## src/rtl/yfho_pkg.sv

```systemverilog
// Shared types, constants and the operation schedule of the yaw-frame high-pass offset unit.
package yfho_pkg;

  localparam int CFG_INDEX_W = 2;
  localparam int CFG_DATA_W  = 24;

  localparam logic [CFG_INDEX_W-1:0] REG_CANCEL_ENABLE = 2'd0;
  localparam logic [CFG_INDEX_W-1:0] REG_TIME_CONSTANT = 2'd1;

  localparam logic [23:0] TAU_MIN_US     = 24'd20000;
  localparam logic [23:0] TAU_DEFAULT_US = 24'd400000;
  localparam logic [23:0] DT_MAX_US      = 24'd500000;

  localparam logic signed [33:0] POLY_C0 = 34'sd1686629713;
  localparam logic signed [33:0] POLY_C1 = -34'sd693598664;
  localparam logic signed [33:0] POLY_C2 = 34'sd85569307;
  localparam logic signed [33:0] POLY_C3 = -34'sd5026994;
  localparam logic signed [33:0] POLY_C4 = 34'sd172273;

  localparam logic [30:0] Q30_ONE = 31'h4000_0000;

  localparam int NUM_STEPS = 23;
  localparam int STEP_W    = 5;

  typedef enum logic [4:0] {
    OP_X2, OP_H3, OP_H2, OP_H1, OP_H0, OP_HXS, OP_HXC,
    OP_R1, OP_R2, OP_R3, OP_R4,
    OP_L1, OP_L2, OP_L3,
    OP_B1, OP_B2, OP_B3, OP_B4
  } op_t;

  typedef enum logic [1:0] {
    ST_IDLE, ST_MUL, ST_WB, ST_DONE
  } state_t;

  typedef struct packed {
    logic capture;
    logic mul_en;
    logic wb_en;
    op_t  op;
    logic load_out;
  } cmd_t;

  typedef struct packed {
    logic item_zero;
    logic div_busy;
  } status_t;

  function automatic op_t step_op(input logic [STEP_W-1:0] step);
    op_t op;
    unique case (step)
      5'd0, 5'd6: op = OP_X2;
      5'd1, 5'd7: op = OP_H3;
      5'd2, 5'd8: op = OP_H2;
      5'd3, 5'd9: op = OP_H1;
      5'd4, 5'd10: op = OP_H0;
      5'd5: op = OP_HXS;
      5'd11: op = OP_HXC;
      5'd12: op = OP_R1;
      5'd13: op = OP_R2;
      5'd14: op = OP_R3;
      5'd15: op = OP_R4;
      5'd16: op = OP_L1;
      5'd17: op = OP_L2;
      5'd18: op = OP_L3;
      5'd19: op = OP_B1;
      5'd20: op = OP_B2;
      5'd21: op = OP_B3;
      default: op = OP_B4;
    endcase
    return op;
  endfunction

  function automatic logic signed [31:0] sat32(input logic signed [39:0] v);
    logic signed [31:0] r;
    if (v > 40'sd2147483647) begin
      r = 32'sh7FFF_FFFF;
    end else if (v < -40'sd2147483648) begin
      r = 32'sh8000_0000;
    end else begin
      r = v[31:0];
    end
    return r;
  endfunction

endpackage

```

## src/rtl/yfho_ctrl.sv

```systemverilog
// Sequencer that steps the datapath through the sine, rotation and filter operations.
module yfho_ctrl (
  input  logic               clk,
  input  logic               rst_n,
  input  logic               in_valid,
  output logic               in_stall,
  output logic               out_valid,
  input  logic               out_stall,
  input  yfho_pkg::status_t  status,
  output yfho_pkg::cmd_t     cmd
);

  yfho_pkg::state_t             state_r, state_nxt;
  logic [yfho_pkg::STEP_W-1:0]  step_r, step_nxt;
  logic                         out_valid_r, out_valid_nxt;
  logic                         in_acc;

  assign in_stall = state_r != yfho_pkg::ST_IDLE;
  assign in_acc   = in_valid && !in_stall;

  always_comb begin
    state_nxt     = state_r;
    step_nxt      = step_r;
    out_valid_nxt = out_valid_r && out_stall;
    cmd           = '0;
    cmd.op        = yfho_pkg::step_op(step_r);
    unique case (state_r)
      yfho_pkg::ST_IDLE: begin
        if (in_acc) begin
          cmd.capture = 1'b1;
          step_nxt    = '0;
          state_nxt   = status.item_zero ? yfho_pkg::ST_DONE : yfho_pkg::ST_MUL;
        end
      end
      yfho_pkg::ST_MUL: begin
        if (!(cmd.op == yfho_pkg::OP_L1 && status.div_busy)) begin
          cmd.mul_en = 1'b1;
          state_nxt  = yfho_pkg::ST_WB;
        end
      end
      yfho_pkg::ST_WB: begin
        cmd.wb_en = 1'b1;
        if (step_r == yfho_pkg::STEP_W'(yfho_pkg::NUM_STEPS - 1)) begin
          state_nxt = yfho_pkg::ST_DONE;
        end else begin
          step_nxt  = step_r + 1'b1;
          state_nxt = yfho_pkg::ST_MUL;
        end
      end
      yfho_pkg::ST_DONE: begin
        if (!out_valid_r || !out_stall) begin
          cmd.load_out  = 1'b1;
          out_valid_nxt = 1'b1;
          state_nxt     = yfho_pkg::ST_IDLE;
        end
      end
      default: state_nxt = yfho_pkg::ST_IDLE;
    endcase
  end

  always_ff @(posedge clk) begin
    if (!rst_n) begin
      state_r     <= yfho_pkg::ST_IDLE;
      step_r      <= '0;
      out_valid_r <= 1'b0;
    end else begin
      state_r     <= state_nxt;
      step_r      <= step_nxt;
      out_valid_r <= out_valid_nxt;
    end
  end

  assign out_valid = out_valid_r;

`ifndef NO_ASSERTIONS
  a_start: assert property (@(posedge clk) disable iff (!rst_n)
    (in_acc && !status.item_zero) |=> (state_r == yfho_pkg::ST_MUL && step_r == '0))
    else $error("computation did not start at the first step");
  a_wb_after_mul: assert property (@(posedge clk) disable iff (!rst_n)
    (state_r == yfho_pkg::ST_WB) |-> ($past(state_r) == yfho_pkg::ST_MUL))
    else $error("write-back without a preceding multiply");
  a_out_rise: assert property (@(posedge clk) disable iff (!rst_n)
    $rose(out_valid_r) |-> ($past(state_r) == yfho_pkg::ST_DONE))
    else $error("result presented without a finished item");
`endif

endmodule

```

## config.mk

```make
export PLATFORM = sky130hd
export DESIGN_NAME = yfho_ctrl
export DESIGN_NICKNAME = d
export VERILOG_FILES = /design/src/rtl/yfho_pkg.sv /design/src/rtl/yfho_ctrl.sv
export SDC_FILE = /design/constraint.sdc
export NUM_CORES = 1
export LEC_CHECK = 0
export BUFFER_PORTS_ARGS = -buffer_cell sky130_fd_sc_hd__clkbuf_2
export CELL_PAD_IN_SITES_DETAIL_PLACEMENT = 2
export CELL_PAD_IN_SITES_GLOBAL_PLACEMENT = 2
export CORE_ASPECT_RATIO = 1.2
export CORE_MARGIN = 2
export CORE_UTILIZATION = 29
export DETAILED_ROUTE_END_ITERATION = 6
export GPL_ROUTABILITY_DRIVEN = 0
export PLACE_DENSITY_LB_ADDON = 0.1
export SETUP_SLACK_MARGIN = 0.4
export SLEW_MARGIN = 25
export SYNTH_ARGS = -nofsm -noshare
export SYNTH_HDL_FRONTEND = slang
export SYNTH_SLANG_ARGS = --single-unit
```

## constraint.sdc

```tcl
create_clock -name clk -period 2.2 [get_ports clk]
set_input_delay 0.44 -clock clk [delete_from_list [all_inputs] [get_ports clk]]
set_output_delay 0.44 -clock clk [all_outputs]
set_load 0.03 [all_outputs]
```

After elaboration in Yosys (flattened, before gate mapping)
Memory sizes are Yosys's and may differ from the RTL's. A register that Yosys moved wholly into a read port is not among the register bits.
Index checks and enable logic that the tools add are counted.
{ "totals": {"register_bits": 8, "rom_bits": 160, "inputBits": 6, "wordCells": 46, "mem_count": 1} }
{ "memory_table": {"columns": ["name", "depth", "word_bits", "read_ports", "rd_ports_with_merged_regs", "wr", "line", "rtl"], "rows": [
  ["(no name shown)", 32, 5, 1, 1, 0, "yfho_pkg.sv:51", "unique case (step)"]
]} }
{ "classes": {"n_addsub": 1, "n_eq_ne": 9, "mux": 20, "n_reduce_logical": 12} }
{ "ops": {"columns": ["operator", "n"], "rows": [
  ["5-bit 2-to-1 mux", 4],
  ["2-bit 2-to-1 mux", 5],
  ["5-bit case mux with 2 select lines", 1],
  ["1-bit 2-to-1 mux", 9],
  ["2-bit != test (second input constant)", 4],
  ["2-bit case mux with 4 select lines", 1],
  ["3-bit AND reduction", 2],
  ["5-bit by 1-bit adder with 5-bit output (second input constant)", 1],
  ["5-bit by 4-bit == test with 1-bit output (second input constant)", 1],
  ["5-bit == test (second input constant)", 1],
  ["2-bit == test (second input constant)", 2],
  ["2-bit nonzero test", 2],
  ["1-bit logical AND", 3],
  ["1-bit logical NOT", 3],
  ["2-bit by 1-bit == test with 1-bit output (second input constant)", 1],
  ["2-bit logical NOT", 1],
  ["1-bit logical OR", 1]
]} }

Longest topological paths before layout
Gate-level depths: netlist (run 1).
{ "logic_depth": {"ltp_word": 7, "mapped_depth": 10, "depth_no_buf": 10} }

Least setup slack after synthesis (run 1)
OpenSTA, ideal clock, no wires.
{ "synth_timing": {"kind": "register to register", "from": "register step_r[0] (netlist bit)", "to": "register cmd[4] (netlist name)", "setup_time_ns": 0.121, "arrival_time_ns": 2.041, "t_required_ns": 2.079, "setup_slack_ns": 0.038, "stages_incl_launch_ff": 10, "n_path_buf": 0, "period_less_slack_ns": 2.162, "path_cell_list": "dfxtp_1 inv_1 ha_1 and4b_1 nand3_1 a31oi_1 inv_1 ha_1 nand2b_1 mux2_2"} }
{ "synth_via": {"elab_chain_cells": 5, "elab_cells_between_ends": 8, "cone_classes": "1 x add/sub; 2 x eq/ne; 4 x mux; 1 x reduce/logical"} }
{ "synth_rtl": {"columns": ["item", "line", "rtl"], "rows": [
  ["start: declaration", "yfho_ctrl.sv:14", "logic [yfho_pkg::STEP_W-1:0] step_r, step_nxt;"],
  ["start signal: assignment", "yfho_ctrl.sv:68", "step_r <= step_nxt;"],
  ["5-bit by 1-bit adder with 5-bit output / 5-bit == test (equally long branches)", "yfho_ctrl.sv:46, yfho_ctrl.sv:43", null],
  ["5-bit 2-to-1 mux / 2-bit != test (equally long branches)", null, null],
  ["5-bit case mux with 2 select lines / 3-bit AND reduction (equally long branches)", null, null],
  ["5-bit 2-to-1 mux (no line) (*) (2 in a row)", null, null]
]} }
Mark *: on every way between the ends. The rest lies on a longest branch, timed or not. The select of a mux whose other input is x is not followed.
A chain may end at the register's enable or synchronous reset.

Final worst setup path (run 1)
{ "layout_timing": {"from": "register step_r[0] (netlist bit)", "to": "register step_r[1] (netlist bit)"} }
{ "layout_via": {"elab_chain_cells": 3, "elab_cells_between_ends": 6, "cone_classes": "1 x add/sub; 2 x eq/ne; 2 x mux; 1 x reduce/logical"} }
{ "layout_rtl": {"columns": ["item", "line"], "rows": [
  ["5-bit by 1-bit adder with 5-bit output / 5-bit == test (equally long branches)", "yfho_ctrl.sv:46, yfho_ctrl.sv:43"],
  ["5-bit 2-to-1 mux / 2-bit != test (equally long branches)", null],
  ["5-bit case mux with 2 select lines / 3-bit AND reduction (equally long branches)", null]
]} }
Parallel ways exist; a longest one is shown, timed or not. The select of a mux whose other input is x is not followed.

==> flow_summary.ini, run 1 <==
[timing]
worst_slack_ns = 0.1167
clock.fmax_mhz = 480.0
rsz0062_at_grt = yes
fin_crit_ns = 2.083
slew_viol_final = 0
skew_ns = 0.009988
period_share_pct = 94.69
max-slew-margin-rel_pct = 78.82
fin_setup_tns_ns = 0
setup_viol = 0
worst_slew_pin_slew_ns = 0.3111
final_hold_viol_count = 0

[flow_run]
drv_cap = 0

[grt]
grt_max_degree = 13
antenna_found_initial = 0
grt_use_total_pct = 21.00
use_met1_pct = 22.35
grt_pass1_vias = 1092
met2_usage_pct = 40.03
grt.met3_usage_pct = 2.500
gr-max-usage-layer = met2
grt_pass1_wl_um = 5464
grt-ovfl-total = 0

[outcome]
outcome = finished, final reports clean

[floorplan]
die_area_um2 = 3598
core_area_um2 = 3028
initial_core_util_pct = 30.00
die_x_um = 55.09
pin_count = 17
fp.dieH_um = 65.31
row_count = 22

[logic_synthesis]
ys_seq_area_share_pct = 28.65
synth_warnings = 0
synth-edff-count = 0
syn_avg_cell_area_um2 = 8.819
synthArstFlopShare_pct = 0
syn_inst = 103
synth_nets = 116
syn-cell-area_um2 = 908.4
yosys_register_bits = 13
ys_types = 40
ys.flop_type = dfxtp_1

[clock_tree]
cts_tree = yes
insertion_delay_ns = 0.29
cts_root_buffer = clkbuf_4
clk_transition_reported_paths_ns = 0.10
cts.sink_count = 13
cts_max_level = 1
cts_buffer_depth = 2
cts_hold_buf = 0
cts_buffers = 3

[finish]
final_common_cell = buf_4
insertedDiodeCount = 0
finish.net_count = 163
area_growth_pct = 56.34
most-common-layout-cells = buf_4, clkbuf_2, dfxtp_1
drive_gt1_share_pct = 61.74

[critical_path]
critPathCaptureType = flop
required_ns = 2.43
r2r_slack_ns = 0.12
path_max_fanout = 3
critPathKind = flop to flop
worstSetupStartpointType = flop
critPathArrivalTime_ns = 2.32

[route]
ant_nets = 0
drtIter0Drc = 2
num_vias = 959
drc = 0
drt_pass1_iterations = 3
wirelength_um = 3463
viasPerCell = 5.184
wl_per_cell_um = 18.72

[power]
p_leak_nw = 0.5911
pwr_density_cell_nw_per_um2 = 486.5
ir_drop_v = 0.0002826

[placed_design]
place_hpwl_um = 2239
port_buffers = 16
place_ws_ns = 0.06947

[hold_path]
holdCritPathClass = input port to flop
[power by group]
part	switching, mW	internal (mW)
registers	0.0167	0.249
clock network	0.0917	0.0705
logic	0.150	0.113
[kinds of logic after synthesis]
logic type / share of synthesized area (%)
DFF: 28.65
and+or+nand+nor: 29.89
buffers and inverters: 7.851
AOI/OAI and AO/OA: 19.97
muxes: 3.994
adders and majority gates: 9.641
[cell type report]
type                       count  area (um^2)
multi-input combinational     78        713.2
inverter                       8        35.03
sequential                    13        271.5
tap                           36        45.04
timing repair buffer          46        329.1
clock buffer                   4        26.28
fill                         341         1608
[final timing paths]
path                               start                endpoint  depth (start not counted)
setup / recovery  step_r[0]$_SDFFE_PN0N_  step_r[1]$_SDFFE_PN0N_                         13
hold / removal                 out_stall    out_valid$_SDFF_PN0_                          3
setup reg to reg  step_r[0]$_SDFFE_PN0N_  step_r[1]$_SDFFE_PN0N_                         13
hold reg to reg     out_valid$_SDFF_PN0_    out_valid$_SDFF_PN0_                          2
[metal layers]
metal | routed length, um | vias to the layer above | share of wire (%)
met5 | 0 | - | 0
met4 | 71 | 0 | 2.1
met3 | 59 | 6 | 1.7
met2 | 1962 | 13 | 57
met1 | 1370 | 473 | 40
li1 | - | 467 | -
[repair_timing]
action / in CTS / in global routing
setup buffers: 17 / 6
setup endpoints to repair: 7 / 9
resized for setup: 15 / 18
pin swaps: 7 / 10
[synthesized netlist by cell type (2+ instances only)]
library cell  number  area share [%]
nand4_1            4             2.8
a31oi_1            4             2.8
or2_2              2             1.4
inv_1              7             2.9
nand2_1            7             2.9
nor2_1             6             2.5
nand4b_1           2             1.9
mux2_2             2             2.5
nor3_1             3             1.7
nand2b_1           2             1.4
dfxtp_1           13              29
buf_6              3             3.7
nand3_1           11             6.1
a21oi_1            5             2.8
ha_1               7             9.6
[critical path, cell delays in order (launching register included)]
cell and delay (ns):
dfxtp_4 0.36, inv_4 0.06, ha_4 0.14, and4b_2 0.26
nand4_1 0.15, buf_4 0.17, buf_4 0.12, buf_4 0.12
buf_4 0.12, buf_4 0.12, buf_4 0.12, buf_4 0.13
buf_6 0.11, nand3_2 0.06
[sequential cells by signal, indices dropped and copies added, names as in the netlist]
register,count
cmd,5
step_r,5
state_r,2
out_valid,1
[through the flow]
| step | hold WS [ns] | power, mW | std cells | area, um^2 | utilization, % |
|---|---|---|---|---|---|
| 3_5_place_dp | 0.5154 | 0.4870 | 158 | 1097 | 36.24 |
| 2_1_floorplan | 0.5377 | 0.4300 | 103 | 960.9 | - |
| 5_1_grt | 0.4286 | 0.7323 | 185 | 1420 | 46.90 |
| 4_1_cts | 0.4204 | 0.6715 | 179 | 1297 | 42.85 |
| 3_3_place_gp | 0.4808 | 0.4774 | 158 | 1097 | 36.24 |
| 6_report | 0.4204 | 0.6909 | 185 | 1420 | 46.90 |
(Power assumes the default switching activity.)
==> inputs of run 2 (changes only) <==
CORE_ASPECT_RATIO = 1.25   (was 1.2)
==> run 2 against run 1 <==
  * Largest power group is now combinational logic
  * Clock skew shrank 0.0021 ns
  * Sequential share of layout area grew 0.63 points
  * Sequential power is essentially flat
  * First-iteration DRC count grew to 4.0 times the previous value
  * Register-to-register slack gained 0.03 ns
  * Highest routed layer unchanged
  * Routed wire length shrank 2.2%
  * Total power grew 0.36%
==> flow_summary.ini, run 2 (same netlist as run 1, synthesis figures left out) <==
[finish]
drive_gt1_share_pct = 61.38
final_common_cell = buf_4
stdcell_count = 181
finish.net_count = 159
area_growth_pct = 53.44
insertedDiodeCount = 0
nFillCells = 322
most-common-layout-cells = buf_4, clkbuf_2, nand3_1

[critical_path]
path_cells = inv_4 > ha_4 > and4b_2 > buf_6 > nand3_4 > a31oi_4 > ha_2 > or4_4 > o211ai_2 > a22oi_2
r2r_start = step_r[0]$_SDFFE_PN0N_
critPathKind = flop to flop
cp-startpoint = step_r[0]$_SDFFE_PN0N_
r2r_cells = 10
critPathSlowestCell = or4_4
crit_end = cmd[1]$_DFF_P_
worstSetupStartpointType = flop
path_max_fanout = 4
required_ns = 2.36
critPathArrivalTime_ns = 2.22
max_stage_delay_ns = 0.47
critPathCaptureType = flop
r2r_slack_ns = 0.15
reg2reg_to = cmd[1]$_DFF_P_

[clock_tree]
cts_buffer_depth = 2
cts_tree = yes
clk_transition_reported_paths_ns = 0.09
cts_root_buffer = clkbuf_4
cts_max_level = 1
insertion_delay_ns = 0.28
cts.sink_count = 13
cts_hold_buf = 0
cts_buffers = 3

[grt]
grt.met3_usage_pct = 2.018
grt_max_degree = 13
grt_pass1_wl_um = 5064
gr-max-usage-layer = met2
use_met1_pct = 21.31
grt-ovfl-total = 0
grt_pass1_vias = 1022
met2_usage_pct = 35.82
antenna_found_initial = 0
grt_use_total_pct = 19.70

[route]
wl_per_cell_um = 18.71
drc = 0
drt_pass1_iterations = 4
ant_nets = 0
viasPerCell = 5.298
wirelength_um = 3387
num_vias = 959
drtIter0Drc = 8

[timing]
final_hold_viol_count = 0
clock.fmax_mhz = 486.7
worst_slew_pin_slew_ns = 0.3556
fin_crit_ns = 2.055
slew_viol_final = 0
period_share_pct = 93.40
skew_ns = 0.007873
rsz0062_at_grt = yes
fin_hold_ws_ns = 0.4432
worst_slack_ns = 0.1452
fin_setup_tns_ns = 0
setup_viol = 0
max-slew-margin-rel_pct = 76.11

[floorplan]
initial_core_util_pct = 30.56
core_area_um2 = 2973
row_count = 22
die_x_um = 54.06
pin_count = 17
die_area_um2 = 3599
fp.dieH_um = 66.58

[placed_design]
place_hpwl_um = 2202
port_buffers = 16
place_ws_ns = 0.09390
dp_cells = 156

[outcome]
outcome = finished, final reports clean

[power]
ir_drop_v = 0.0002158
p_leak_nw = 0.5667
pwr_density_cell_nw_per_um2 = 497.4

[hold_path]
holdCritPathClass = input port to flop

[flow_run]
drv_cap = 0
run 2: cell count changes in the layout (fill, tap and decap cells not counted), moves of 2 or more:
cell     delta
buf_4       -7
nand3_2     -3
nand3_1     +2
nor2_1      -2
buf_6       +4
run 2: timing repair:
item,CTS,global route
setup buffers,9,12
resized for setup,14,25
endpoints found under the setup margin,6,9
pin swaps,4,14
run 2: cell type report:
class	instances	area, um^2	share of cell area (%)
sequential	13	275.3	19.75
multi-input combinational	78	710.7	50.99
inverter	8	35.03	2.513
clock buffer	4	26.28	1.885
timing repair buffer	42	301.5	21.63
tap	36	45.04	3.232
run 2: worst min path at each step:
stage | from | to | depth (start not counted)
floorplan | step_r[1]$_SDFFE_PN0N_ | step_r[1]$_SDFFE_PN0N_ | 2
global placement | out_valid$_SDFF_PN0_ | out_valid$_SDFF_PN0_ | 2
detailed placement | out_valid$_SDFF_PN0_ | out_valid$_SDFF_PN0_ | 2
CTS | out_stall | out_valid$_SDFF_PN0_ | 3
global route | out_stall | out_valid$_SDFF_PN0_ | 3
finish | out_stall | out_valid$_SDFF_PN0_ | 3
run 2: report_power, final:
part / internal (mW) / total, mW / switching (mW) / leakage [nW]
registers: 0.250 / 0.267 / 0.0179 / 0.109
logic: 0.121 / 0.271 / 0.150 / 0.443
clock network: 0.0702 / 0.155 / 0.0850 / 0.0150
total: 0.441 / 0.693 / 0.253 / 0.567
run 2: layer usage:
layer / up-vias / wire length (um)
met1: 480 / 1307
met3: 6 / 55
met2: 14 / 1936
met4: 0 / 87
met5: - / 0
li1: 459 / -
run 2: worst max-delay path: cells and delay by family, from the launching register on:
| kind | cells | cell delay [ns] |
|---|---|---|
| simple gates | 3 | 0.77 |
| flops | 1 | 0.37 |
| fa+ha+maj | 2 | 0.35 |
| compound gates | 3 | 0.28 |
| buf+inv | 2 | 0.17 |
run 2: stage by stage:
stage / util, % / area [um^2] / total power, mW
after global routing: 46.89 / 1394 / 0.7404
after global placement: 36.41 / 1082 / 0.4702
after detailed placement: 36.41 / 1082 / 0.4765
after floorplan: - / 960.9 / 0.4300
final: 46.89 / 1394 / 0.6934
after CTS: 41.50 / 1234 / 0.6535
==> inputs of run 3 (changes only) <==
CELL_PAD_IN_SITES_DETAIL_PLACEMENT = unset   (was 2)
CELL_PAD_IN_SITES_GLOBAL_PLACEMENT = unset   (was 2)
CORE_UTILIZATION = 48   (was 29)
GPL_TIMING_DRIVEN = 0   (was unset)
PLACE_DENSITY = 0.73   (was unset)
PLACE_DENSITY_LB_ADDON = unset   (was 0.1)
==> run 3 against run 2 <==
  * Cell count decreased by 10%
  * Clock power about the same
  * Count of clock-buffer cells in the layout unchanged
  * Clock skew decreased by 0.0036 ns
  * Total power decreased by 0.83%
  * Combinational power about the same
  * Sequential share of layout area increased by 0.25 points
  * Setup slack improved by 0.061 ns
  * Via count decreased by 2.3%
  * Routed wire length decreased by 27%
  * Cell area decreased by 2.6%
  * Sequential power decreased by 3%
  * Critical path type unchanged
  * Critical endpoint unchanged
==> flow_summary.ini, run 3 (same netlist as run 1, synthesis figures left out) <==
[flow_run]
drv_cap = 0

[placed_design]
dpl-instance-area_um2 = 1065
place_hpwl_um = 1553
port_buffers = 16

[critical_path]
critPathSlowestCell = or4_4
path_depth = 10
critPathKind = flop to flop
path_buf_inv = 2
critPathCaptureType = flop
worstSetupStartpointType = flop
required_ns = 2.36
max_stage_delay_ns = 0.47
critPathArrivalTime_ns = 2.15
path_max_fanout = 3
r2r_cells = 10
reg2reg_to = cmd[1]$_DFF_P_
path_cells = inv_4 > ha_4 > nand4b_1 > buf_4 > nand3_4 > a31oi_4 > ha_2 > or4_4 > o211ai_2 > a22oi_2
r2r_start = step_r[0]$_SDFFE_PN0N_
crit_family = simple AND/OR/NAND/NOR gates
r2r_slack_ns = 0.21

[hold_path]
holdCritPathClass = input port to flop
hold_end = out_valid$_SDFF_PN0_
hold_start = out_stall
hold_path_depth = 3

[finish]
nFillCells = 128
insertedDiodeCount = 0
final_area_um2 = 1358
finish.net_count = 157
multiInputGateArea_um2 = 719.4
most-common-layout-cells = buf_4, clkbuf_2, nand3_1, dfxtp_1
drive_gt1_share_pct = 59.44
area_growth_pct = 49.45
regArea_um2 = 271.5
final_common_cell = buf_4

[route]
drc = 0
viasPerCell = 5.784
wl_per_cell_um = 15.31
num_vias = 937
wirelength_um = 2481
ant_nets = 0
drt_pass1_iterations = 4
drtIter0Drc = 21

[timing]
final_hold_viol_count = 0
fin_crit_ns = 1.994
skew_ns = 0.004267
slew_viol_final = 0
fin_setup_tns_ns = 0
period_share_pct = 90.63
setup_viol = 0
worst_slew_pin_slew_ns = 0.2679
clock.fmax_mhz = 501.5
max-slew-margin-rel_pct = 81.76
rsz0062_at_grt = yes

[clock_tree]
insertion_delay_ns = 0.27
cts.sink_count = 13
cts_buffers = 3
cts_max_level = 1
cts_tree = yes
clk_transition_reported_paths_ns = 0.09
cts_root_buffer = clkbuf_4
cts_buffer_depth = 2
cts_hold_buf = 0

[floorplan]
core_area_um2 = 1765
die_x_um = 42.91
initial_core_util_pct = 51.45
row_count = 17
die_area_um2 = 2259
pin_count = 17
fp.dieH_um = 52.64

[grt]
grt_use_total_pct = 23.26
antenna_found_initial = 0
grt_pass1_vias = 898
grt_pass1_wl_um = 3898
grt-ovfl-total = 0
grt_max_degree = 11

[power]
pwr_density_cell_nw_per_um2 = 506.5
p_leak_nw = 0.5577
ir_drop_v = 0.0003724

[outcome]
outcome = finished, final reports clean
-- run 3: through the flow --
| step | power, mW | hold WS [ns] | std cells | utilization, % | worst slack [ns] |
|---|---|---|---|---|---|
| 2_1_floorplan | 0.4300 | 0.5377 | 103 | - | 0.2311 |
| 4_1_cts | 0.6469 | 0.4223 | 155 | 69.24 | 0.1936 |
| 5_1_grt | 0.7229 | 0.4484 | 162 | 76.90 | 0.09473 |
| 6_report | 0.6876 | 0.4213 | 162 | 76.90 | 0.2061 |
| 3_5_place_dp | 0.4773 | 0.4921 | 138 | 60.31 | 0.06777 |
| 3_3_place_gp | 0.4725 | 0.4833 | 138 | 60.31 | 0.09233 |
-- run 3: worst max-delay path by stage --
stage,from,to
6_report,step_r[0]$_SDFFE_PN0N_,cmd[1]$_DFF_P_
5_1_grt,step_r[0]$_SDFFE_PN0N_,cmd[1]$_DFF_P_
4_1_cts,step_r[0]$_SDFFE_PN0N_,cmd[1]$_DFF_P_
3_5_place_dp,step_r[0]$_SDFFE_PN0N_,cmd[1]$_DFF_P_
3_3_place_gp,step_r[0]$_SDFFE_PN0N_,cmd[1]$_DFF_P_
2_1_floorplan,step_r[0]$_SDFFE_PN0N_,cmd[1]$_DFF_P_
-- run 3: layout make-up --
cell class | instances | area share (%)
inverters | 8 | 2.581
multi-input cells | 78 | 53.00
clock buffers | 4 | 1.935
well taps | 19 | 1.751
plain buffers | 4 | 3.594
flip-flops and latches | 13 | 20.00
repair buffers | 36 | 17.14
-- run 3: timing repair --
| action | CTS | global route |
|---|---|---|
| pin swaps | 5 | 8 |
| cloned | 0 | 0 |
| endpoints found under the setup margin | 5 | 7 |
| gates resized for setup | 8 | 20 |
| setup buffers | 13 | 7 |
-- run 3: worst min-delay path: stages --
cell	delay [ns]
clkbuf_2	0.10
nand2_1	0.06
a21oi_1	0.05
-- run 3: where the power goes --
part | internal (mW) | switching (mW)
logic | 0.121 | 0.152
registers | 0.248 | 0.00941
clock network | 0.0701 | 0.0861
-- run 3: routing by layer --
layer / wire length (um) / GRT usage, % / vias up / share of wire, %
met1: 1004 / 26.04 / 446 / 40
met2: 1352 / 42.42 / 24 / 54
met3: 48 / 2.414 / 6 / 1.9
met5: 0 / 0 / - / 0
li1: - / - / 461 / -
met4: 75 / 12.50 / 0 / 3.0
